$ cat config.mk
export PLATFORM = sky130hd
export DESIGN_NAME = round_robin_pull_arbiter
export DESIGN_NICKNAME = d
export VERILOG_FILES = /design/src/hw/rtl/rrpa_pkg.sv /design/src/hw/rtl/rrpa_cell.sv /design/src/hw/rtl/round_robin_pull_arbiter.sv
export SDC_FILE = /design/constraint.sdc
export NUM_CORES = 1
export LEC_CHECK = 0
export BUFFER_PORTS_ARGS = -buffer_cell sky130_fd_sc_hd__buf_2
export CELL_PAD_IN_SITES_DETAIL_PLACEMENT = 1
export CELL_PAD_IN_SITES_GLOBAL_PLACEMENT = 1
export CORE_ASPECT_RATIO = 1.1
export CORE_MARGIN = 5
export CORE_UTILIZATION = 42
export DETAILED_ROUTE_END_ITERATION = 10
export PLACE_DENSITY_LB_ADDON = 0.1
export RECOVER_POWER = 25
export SKIP_LAST_GASP = 1
export SYNTH_ARGS = -nofsm -noshare
export SYNTH_HDL_FRONTEND = slang
export SYNTH_SLANG_ARGS = --single-unit
$ cat constraint.sdc
create_clock -name clk -period 7.3 [get_ports clk]
set_clock_uncertainty 0.2 [all_clocks]
set_input_delay 1.095 -clock clk [delete_from_list [all_inputs] [get_ports clk]]
set_output_delay 1.095 -clock clk [all_outputs]
set_load 0.01 [all_outputs]
$ cat src/hw/rtl/rrpa_pkg.sv
// Shared types and codes of the round-robin pull arbiter.
`timescale 1ns / 1ps

package rrpa_pkg;

	// Default number of arbitrated ports.
	localparam int RRPA_NUM_INPUTS = 8;

	// Width of the per-port data flags and of the port field on the stream.
	localparam int RRPA_DATA_W = 8;
	localparam int RRPA_PORT_W = 3;

	// Operation codes carried in the input beat.
	localparam logic [1:0] MODE_PULL    = 2'd0;
	localparam logic [1:0] MODE_UNBLOCK = 2'd1;
	localparam logic [1:0] MODE_ADD     = 2'd2;
	localparam logic [1:0] MODE_REMOVE  = 2'd3;

	// Commands broadcast to the port cells.
	localparam logic [2:0] OP_NOP     = 3'd0;
	localparam logic [2:0] OP_UNBLOCK = 3'd1;
	localparam logic [2:0] OP_ADD     = 3'd2;
	localparam logic [2:0] OP_REMOVE  = 3'd3;
	localparam logic [2:0] OP_LOAD    = 3'd4;
	localparam logic [2:0] OP_STEP    = 3'd5;

	typedef struct packed {
		logic [2:0]             op;
		logic [RRPA_PORT_W-1:0] port;
	} rrpa_cell_ctl_t;

	typedef struct packed {
		logic hit;          // token here, port eligible and has data
		logic blk;          // token here, port eligible but empty
		logic sel_present;  // addressed port is present
	} rrpa_cell_sts_t;

	// Result beat, grant_valid in the lowest bit.
	typedef struct packed {
		logic                   status;
		logic                   wake;
		logic                   underrun;
		logic [RRPA_PORT_W-1:0] grant_port;
		logic                   grant_valid;
	} rrpa_result_t;

endpackage

$ cat src/hw/rtl/rrpa_cell.sv
// One port cell of the arbiter: presence, blocked flag and scan token.
`timescale 1ns / 1ps

module rrpa_cell import rrpa_pkg::*; #(
	parameter int IDX = 0,
	parameter int IW  = 3
) (
	input  logic                   clk,
	input  logic                   arst_n,
	input  rrpa_cell_ctl_t         ctl,
	input  logic [IW-1:0]          start,
	input  logic [RRPA_DATA_W-1:0] has_data,
	input  logic                   token_in,
	output logic                   token_out,
	output rrpa_cell_sts_t         sts
);

	logic present_q;
	logic blocked_q;
	logic token_q;
	logic data_bit;
	logic match;
	logic eligible;
	logic stepping;

	generate
		if (IDX < RRPA_DATA_W) begin : g_data
			localparam int DI = IDX % RRPA_DATA_W;
			assign data_bit = has_data[DI];
			assign match    = (ctl.port == RRPA_PORT_W'(IDX));
		end else begin : g_nodata
			// Ports beyond the data field never have data and cannot be addressed.
			assign data_bit = 1'b0;
			assign match    = 1'b0;
		end
	endgenerate

	assign eligible        = present_q & ~blocked_q;
	assign stepping        = (ctl.op == OP_STEP);
	assign sts.hit         = stepping & token_q & eligible & data_bit;
	assign sts.blk         = stepping & token_q & eligible & ~data_bit;
	assign sts.sel_present = match & present_q;
	assign token_out       = token_q;

	always_ff @(posedge clk or negedge arst_n) begin
		if (!arst_n) begin
			present_q <= 1'b1;
			blocked_q <= 1'b0;
			token_q   <= 1'b0;
		end else begin
			case (ctl.op)
				OP_UNBLOCK: begin
					if (match) blocked_q <= 1'b0;
				end
				OP_ADD: begin
					if (match) begin
						present_q <= 1'b1;
						blocked_q <= 1'b0;
					end
				end
				OP_REMOVE: begin
					if (match) begin
						present_q <= 1'b0;
						blocked_q <= 1'b0;
					end
				end
				OP_LOAD: begin
					token_q <= (start == IW'(IDX));
				end
				OP_STEP: begin
					token_q <= token_in;
					if (sts.blk) blocked_q <= 1'b1;
				end
				default: begin
				end
			endcase
		end
	end

endmodule

$ cat src/hw/rtl/round_robin_pull_arbiter.sv
// Top level of the round-robin pull arbiter: command decode, scan control, result beat.
`timescale 1ns / 1ps

// A round-robin pull arbiter over NUM_INPUTS ports. Each input beat carries one
// command in s_tuser (pull, unblock, add or remove) with a port index and the
// per-port data flags in s_tdata; every command returns exactly one result beat.
// Each port lives in a cell of a ring that holds its presence and blocked flag.
// A pull drops a scan token into the cell at the round-robin pointer, and the
// token walks one cell per clock: a present, unblocked but empty port is marked
// blocked as the token passes, and the first such port with data is granted,
// which ends the scan and moves the pointer past it. If the token goes round the
// whole ring without a grant, the pull reports an underrun and is held pending
// until an unblock of a present port releases it with a wake. A pull holds
// off the next input beat while its token walks the ring in the scan state and
// its result waits in the done state; unblock, add and remove pass through the
// done state only. The result sits in an output register, so the next command is
// taken while an earlier result beat still waits for m_tready.
module round_robin_pull_arbiter import rrpa_pkg::*; #(
	parameter int NUM_INPUTS = RRPA_NUM_INPUTS
) (
	input  logic        clk,
	input  logic        arst_n,
	input  logic        s_tvalid,
	output logic        s_tready,
	input  logic [15:0] s_tdata,   // [2:0] port, [10:3] has_data, [15:11] zero
	input  logic [1:0]  s_tuser,   // [1:0] mode
	output logic        m_tvalid,
	input  logic        m_tready,
	output logic [7:0]  m_tdata    // [0] grant_valid, [3:1] grant_port, [4] underrun,
	                               // [5] wake, [6] status, [7] zero
);

	localparam int IW = (NUM_INPUTS > 1) ? $clog2(NUM_INPUTS) : 1;

	localparam logic [1:0] ST_IDLE = 2'd0;
	localparam logic [1:0] ST_SCAN = 2'd1;
	localparam logic [1:0] ST_DONE = 2'd2;

	logic [1:0]             state_q;
	logic [IW-1:0]          cur_q;
	logic [IW-1:0]          cnt_q;
	logic [IW-1:0]          next_start_q;
	logic [IW-1:0]          last_blk_q;
	logic                   blk_any_q;
	logic                   pending_q;
	logic [RRPA_DATA_W-1:0] data_q;
	rrpa_result_t           res_q;
	rrpa_result_t           out_q;
	logic                   out_valid_q;

	logic                   accept;
	logic [1:0]             in_mode;
	logic [RRPA_PORT_W-1:0] in_port;
	logic [RRPA_DATA_W-1:0] in_has;
	rrpa_cell_ctl_t         ctl;
	logic [NUM_INPUTS-1:0]  tok;
	logic [NUM_INPUTS-1:0]  hit_vec;
	logic [NUM_INPUTS-1:0]  blk_vec;
	logic [NUM_INPUTS-1:0]  pres_vec;
	logic                   hit_any;
	logic                   blk_now;
	logic                   sel_pres;
	logic                   scan_last;
	logic                   out_free;
	logic                   out_load;
	rrpa_result_t           cmd_res;

	function automatic logic [IW-1:0] wrap_inc(input logic [IW-1:0] x);
		logic [IW-1:0] r;
		if (x == IW'(NUM_INPUTS - 1)) r = '0;
		else r = x + 1'b1;
		return r;
	endfunction

	assign in_mode = s_tuser;
	assign in_port = s_tdata[2:0];
	assign in_has  = s_tdata[10:3];

	assign s_tready = (state_q == ST_IDLE);
	assign accept   = s_tvalid & s_tready;
	assign out_free = ~out_valid_q | m_tready;
	assign out_load = (state_q == ST_DONE) & out_free;

	// Command to the cells: the decoded mode on an accepted beat, a token step
	// while scanning, otherwise nothing.
	always_comb begin
		ctl.port = in_port;
		ctl.op   = OP_NOP;
		if (accept) begin
			case (in_mode)
				MODE_PULL:    ctl.op = OP_LOAD;
				MODE_UNBLOCK: ctl.op = OP_UNBLOCK;
				MODE_ADD:     ctl.op = OP_ADD;
				MODE_REMOVE:  ctl.op = OP_REMOVE;
				default:      ctl.op = OP_NOP;
			endcase
		end else if (state_q == ST_SCAN) begin
			ctl.op = OP_STEP;
		end
	end

	// Result of a command that finishes without a scan. An unblock of a present
	// port releases a held pull; a remove of an absent port reports status.
	always_comb begin
		cmd_res        = '0;
		cmd_res.wake   = (in_mode == MODE_UNBLOCK) & pending_q & sel_pres;
		cmd_res.status = (in_mode == MODE_REMOVE) & ~sel_pres;
	end

	genvar gi;
	generate
		for (gi = 0; gi < NUM_INPUTS; gi++) begin : g_cell
			rrpa_cell_sts_t sts;
			rrpa_cell #(
				.IDX (gi),
				.IW  (IW)
			) u_cell (
				.clk       (clk),
				.arst_n    (arst_n),
				.ctl       (ctl),
				.start     (next_start_q),
				.has_data  (data_q),
				.token_in  (tok[(gi + NUM_INPUTS - 1) % NUM_INPUTS]),
				.token_out (tok[gi]),
				.sts       (sts)
			);
			assign hit_vec[gi]  = sts.hit;
			assign blk_vec[gi]  = sts.blk;
			assign pres_vec[gi] = sts.sel_present;
		end
	endgenerate

	assign hit_any   = |hit_vec;
	assign blk_now   = |blk_vec;
	assign sel_pres  = |pres_vec;
	assign scan_last = (cnt_q == IW'(NUM_INPUTS - 1));

	always_ff @(posedge clk or negedge arst_n) begin
		if (!arst_n) begin
			state_q      <= ST_IDLE;
			cur_q        <= '0;
			cnt_q        <= '0;
			next_start_q <= '0;
			last_blk_q   <= '0;
			blk_any_q    <= 1'b0;
			pending_q    <= 1'b0;
			data_q       <= '0;
			res_q        <= '0;
			out_q        <= '0;
			out_valid_q  <= 1'b0;
		end else begin
			out_valid_q <= out_load | (out_valid_q & ~m_tready);
			case (state_q)
				ST_IDLE: begin
					if (accept) begin
						res_q <= cmd_res;
						case (in_mode)
							MODE_PULL: begin
								cur_q     <= next_start_q;
								cnt_q     <= '0;
								blk_any_q <= 1'b0;
								data_q    <= in_has;
								state_q   <= ST_SCAN;
							end
							MODE_UNBLOCK: begin
								// An unblock of a present port releases a held pull.
								if (pending_q && sel_pres) pending_q <= 1'b0;
								state_q <= ST_DONE;
							end
							default: begin
								state_q <= ST_DONE;
							end
						endcase
					end
				end
				ST_SCAN: begin
					if (hit_any) begin
						res_q.grant_valid <= 1'b1;
						res_q.grant_port  <= RRPA_PORT_W'(cur_q);
						next_start_q      <= wrap_inc(cur_q);
						pending_q         <= 1'b0;
						state_q           <= ST_DONE;
					end else begin
						if (blk_now) begin
							blk_any_q  <= 1'b1;
							last_blk_q <= cur_q;
						end
						if (scan_last) begin
							res_q.underrun <= 1'b1;
							pending_q      <= 1'b1;
							// The pointer moves past the last port blocked by this pull.
							if (blk_now) next_start_q <= wrap_inc(cur_q);
							else if (blk_any_q) next_start_q <= wrap_inc(last_blk_q);
							state_q <= ST_DONE;
						end else begin
							cur_q <= wrap_inc(cur_q);
							cnt_q <= cnt_q + 1'b1;
						end
					end
				end
				ST_DONE: begin
					if (out_free) begin
						out_q   <= res_q;
						state_q <= ST_IDLE;
					end
				end
				default: begin
					state_q <= ST_IDLE;
				end
			endcase
		end
	end

	assign m_tvalid = out_valid_q;
	assign m_tdata  = {1'b0, out_q};

endmodule

**After elaboration in Yosys (flattened, before gate mapping)**

Index checks and enable logic that the tools add are counted.
Widths: inputs -> output; s select.

- Equal/unequal tests: 70
- Add/sub/neg operators: 3
- Multiplexer cells: 88
- Bitwise operators: 76
- Reductions and logical operators: 42

Operators with widths:

| operator | number |
|---|---|
| $reduce_and 3->1 | 21 |
| $ne 2x1->1 const B | 28 |
| $and 1x1->1 | 54 |
| $pmux 1 s2 | 26 |
| $mux 3 | 16 |
| $eq 3x3->1 const B | 13 |
| $mux 1 | 34 |
| $ne 2x2->1 const B | 14 |
| $reduce_or 8->1 | 3 |
| $not 1->1 | 20 |
| $eq 3x2->1 const B | 6 |
| $reduce_and 5->1 | 3 |
| $pmux 3 s2 | 2 |
| $pmux 3 s4 | 1 |
| $mux 2 | 5 |
| $pmux 5 s2 | 1 |
| $reduce_bool 2->1 | 5 |
| $add 3x1->3 const B | 3 |
| $eq 3x1->1 const B | 3 |
| $eq 2x2->1 const B | 3 |
| $logic_not 3->1 | 2 |
| $pmux 2 s3 | 1 |
| $mux 5 | 1 |
| $eq 2x1->1 const B | 2 |
| other kinds (9) | 12 |

- Output and inout port bits: 10
- Bits in registers: 63

**Depth between registers and ports, before layout**

- Depth in word-level cells: 11
- Mapped depth: 9
- Depth with buffers taken out: 6

**Hierarchy**

From an unflattened synthesis, not the netlist that was laid out.

- Cell total of the unflattened synthesis: 314
- Area total of the unflattened synthesis: 3,301.9 um2

By module, submodules not included:

| module | instances | cells an instance | sequential area each (um2) | area an instance (um2) |
|---|---|---|---|---|
| round_robin_pull_arbiter | 1 | 151 | 975.9 | 1,855.5 |
| rrpa_cell (g_cell[1].u_cell ...) | 3 | 20 | 76.3 | 180.2 |
| rrpa_cell (g_cell[5].u_cell ...) | 2 | 21 | 76.3 | 178.9 |
| rrpa_cell (g_cell[7].u_cell) | 1 | 21 | 76.3 | 188.9 |
| rrpa_cell (g_cell[3].u_cell) | 1 | 20 | 76.3 | 186.4 |
| rrpa_cell (g_cell[0].u_cell) | 1 | 20 | 76.3 | 172.7 |

**Worst setup path after synthesis**

Ideal clock, no wire load.

- Kind: input port to flip-flop
- Start point: input s_tvalid
- End point: register data_q[1]
- Stages: 5
- Path buffers: 1
- Arrival: 2.204 ns
- Required time: 6.975 ns
- Slack: 4.771 ns
- Setup time: 0.125 ns
- Cells stage by stage: nand2b_1 -> nor2_1 -> nand2_1 -> clkbuf_1 -> mux2_2

- Cells in the longest elaborated chain, start to end: 2

Ends and longest elaborated chain:

| what | RTL line | source |
|---|---|---|
| start, declared | round_robin_pull_arbiter.sv:23 | `input logic s_tvalid,` |
| $and 1x1->1 | round_robin_pull_arbiter.sv:80 | `assign accept = s_tvalid & s_tready;` |
| $reduce_and 3->1 (no line) | - |  |
| end signal, assigned | round_robin_pull_arbiter.sv:162 | `data_q <= in_has;` |
| end, declared | round_robin_pull_arbiter.sv:46 | `logic [RRPA_DATA_W-1:0] data_q;` |

No other way between the ends.
A chain may end at the register's enable or synchronous reset.

==> reports/results.txt <==
Status: complete, but fails checks
Failing checks: max-capacitance violations, max-slew violations
I/O Buffers: 25
Share of cells above drive strength 1: 0.237
Global-route wire length before repair: 12300 um
Reg2reg start: state_q[1]
Post-synth top area share: 0.443
CP bufs+invs: 2
Slew @ Worst Pin: 3.42 ns
Final min period: 4.12 ns
Setup_tns: 0 ns
Post-synth top area cell: dfrtp_1
Area Growth Syn to Fin: 12.0%
Crit path max-delay cell type: clkbuf_1
FFs w/ async S/R, synth: 1.00
Crit path largest cell delay: 2.40 ns
TritonRoute pass-1 iters: 4
Delay-heaviest family, CP: buffers and inverters
Static Leakage: 1.60 nW
Die height: 100 um
Critical-path cell list: buf_2, clkbuf_1
Count of boundary I/O pins: 32
Syn Std Cell Area: 3110 sq um
Resized cells post-CTS: 0
Fillers: 810
Total GRT Usage: 0.173
N_diodes: 0
Max-slew violations: 64
Switching power: 0.490 mW
Layout Nets: 348
Setup slack, reg-to-reg: 4.09 ns
Endpoints failing hold: 0
Compound-Gate Fraction of Synth Area: 0.137
Syn avg cell area: 10.4 sq um
HPWL after DPL: 5160 um
EDFF count, synth: 0
Total CTS buffers: 9
CTS clk-pin slew, worst paths: 0.07 ns
Starting density of the core: 0.423
Initial antenna violation count: 0
RSZ-0062 raised after global routing: no
Required @ worst endpoint: 6.78 ns
Largest net degree at the start of global routing: 64
VDD IR-drop max: 173 uV
Combinational Power Share: 0.302
Vias in the first global route: 2393
Crit. End Element: async pin
Total power: 1.36 mW
Sw Share: 0.361
Clock sink count: 63
Post-synthesis cell count: 298
Antenna Violating Nets Remaining: 0
Seq pwr share: 0.481
Top cells by count, synth: dfrtp_1 (55), nand2_1 (36), o21ai_0 (31), mux2_2 (20), nor2_1 (13)
Crit path from: arst_n
CP startpoint kind: input port
P_int: 0.869 mW
Multiplexer share of the synthesized area: 0.107
Core area: 7350 sq um
1st-iter DRT viols: 64
Post-CTS Setup Inserts: 0
CTS tree: yes
DR DRC count: 0
Final period utilization: 0.565
Row cnt: 33
Xor/xnor share of the synthesized area: 0
Drt total wl: 7390 um
Hold Crit Class: reg2reg
DIE WIDTH: 92.0 um
Primary FF master, synth: dfrtp_1
Synth warn: 0
Die area: 9230 sq um
Post-CTS Hold Buffers: 0
Final setup fails: 0
Count leader, synth: dfrtp_1
Syn_nets: 326
Slew HR: -1.28
Clock root buffer: clkbuf_8
GR Overflow Total: 0
PwrDens: 390 nW/um^2
Hold Crit Start: g_cell[5].u_cell.blocked_q
CP Max Fanout: 63
Synth top area cells: dfrtp_1 (44%), mux2_2 (7.2%), dfstp_2 (6.8%)
DR WL/cell: 17.9 um
Fmax: 242 MHz
Netlist cell types: 47
Clock latency on the worst-skew pair: 0.34 ns
Setup CP Type: in2async
Clock group share of total power: 0.217
Vias: 2353
Simple-Gate Fraction of Synth Area: 0.192
Global placer's final weighted congestion: 0.733
Arrival time of the worst setup path: 3.60 ns
Post-Synth Adder-Cell Area: 0.0241
Max Buffers Root-to-Sink: 2
H-tree depth: 3
Max-Cap Viols: 1
Flop and latch count out of synthesis: 63
Register area share after synthesis: 0.510
Main combinational cell family by area after synthesis: simple AND/OR/NAND/NOR gates
Vias per Instance: 5.71
-- per-stage QoR --
| step | area [sq um] | setup slack (ns) | instances | hold WS (ns) | util |
|---|---|---|---|---|---|
| finish | 3480 | 3.18 | 412 | 0.280 | 0.474 |
| global route | 3480 | 2.42 | 412 | 0.313 | 0.474 |
| CTS | 3480 | 4.07 | 412 | 0.282 | 0.474 |
| detailed placement | 3290 | 3.96 | 396 | 0.264 | 0.448 |
| global placement | 3290 | 3.98 | 396 | 0.257 | 0.448 |
| floorplan | 3110 | 4.77 | 298 | 0.241 | - |
-- final timing paths --
path	end	cells after the start
hold reg to reg	g_cell[5].u_cell.blocked_q	1
min in group asynchronous	g_cell[2].u_cell.blocked_q	2
hold / removal	g_cell[5].u_cell.blocked_q	1
max in group clk	last_blk_q[2]	5
setup reg to reg	last_blk_q[2]	5
setup / recovery	cnt_q[0]	2
-- flip-flops by register name, summed over array words and instances (netlist names), 2 cells and up --
signal	cells
last_blk_q	3
g_cell.u_cell.token_out	8
m_tdata	7
res_q	7
next_start_q	3
cur_q	3
g_cell.u_cell.blocked_q	8
g_cell.u_cell.present_q	8
state_q	2
data_q	8
cnt_q	3
-- logic make-up after synthesis --
group,Yosys count
adder cells (fa/ha/maj),6
other,1
AND/OR/NAND/NOR,111
AO/OA/AOI/OAI,68
buffers and inverters,21
multiplexers,28
flip-flops,63
-- placed cells by master (no fill, tap or decap), types with 4 or more instances in the layout --
cell / Yosys / final
nand3_1: 8 / 8
o21ai_0: 31 / 31
nor2b_1: 7 / 7
dfstp_2: 8 / 8
dfrtp_1: 55 / 55
a21oi_1: 10 / 10
a21o_1: 4 / 4
nand2_1: 36 / 36
buf_2: 3 / 25
nand3b_1: 5 / 5
ha_1: 6 / 6
clkbuf_8: 0 / 13
inv_1: 5 / 5
mux2_2: 20 / 20
and4b_1: 4 / 4
nor3_1: 7 / 7
nand4_1: 4 / 4
nor2_1: 13 / 13
nand2b_1: 9 / 9
o31ai_1: 9 / 9
-- cell type report --
| cell class | count | area, sq um | area share |
|---|---|---|---|
| Inverter | 5 | 18.8 | 0.00539 |
| Clock buffer | 13 | 179 | 0.0514 |
| Clock inverter | 3 | 15.0 | 0.00431 |
| Timing Repair Buffer | 27 | 136 | 0.0392 |
| Multi-Input combinational cell | 214 | 1440 | 0.413 |
| Tap cell | 87 | 109 | 0.0313 |
| Sequential cell | 63 | 1590 | 0.456 |
-- power by group through the flow --
| stage | Combinational [mW] | Clock (mW) | Sequential, mW |
|---|---|---|---|
| after floorplan | 0.338 | 0 | 0.594 |
| after global placement | 0.404 | 0 | 0.655 |
| after detailed placement | 0.418 | 0 | 0.661 |
| after CTS | 0.419 | 0.303 | 0.656 |
| after global routing | 0.465 | 0.318 | 0.678 |
| final | 0.410 | 0.294 | 0.654 |
-- routing by layer --
layer,vias up,track usage,routed length (um),part of all wire
met2,33,0.268,3340,0.45
met3,11,0.0292,163,0.022
met5,-,0,0,0
met4,0,0.0789,139,0.019
li1,1123,-,-,-
met1,1186,0.237,3750,0.51
Power figures use the tool's default switching activity.
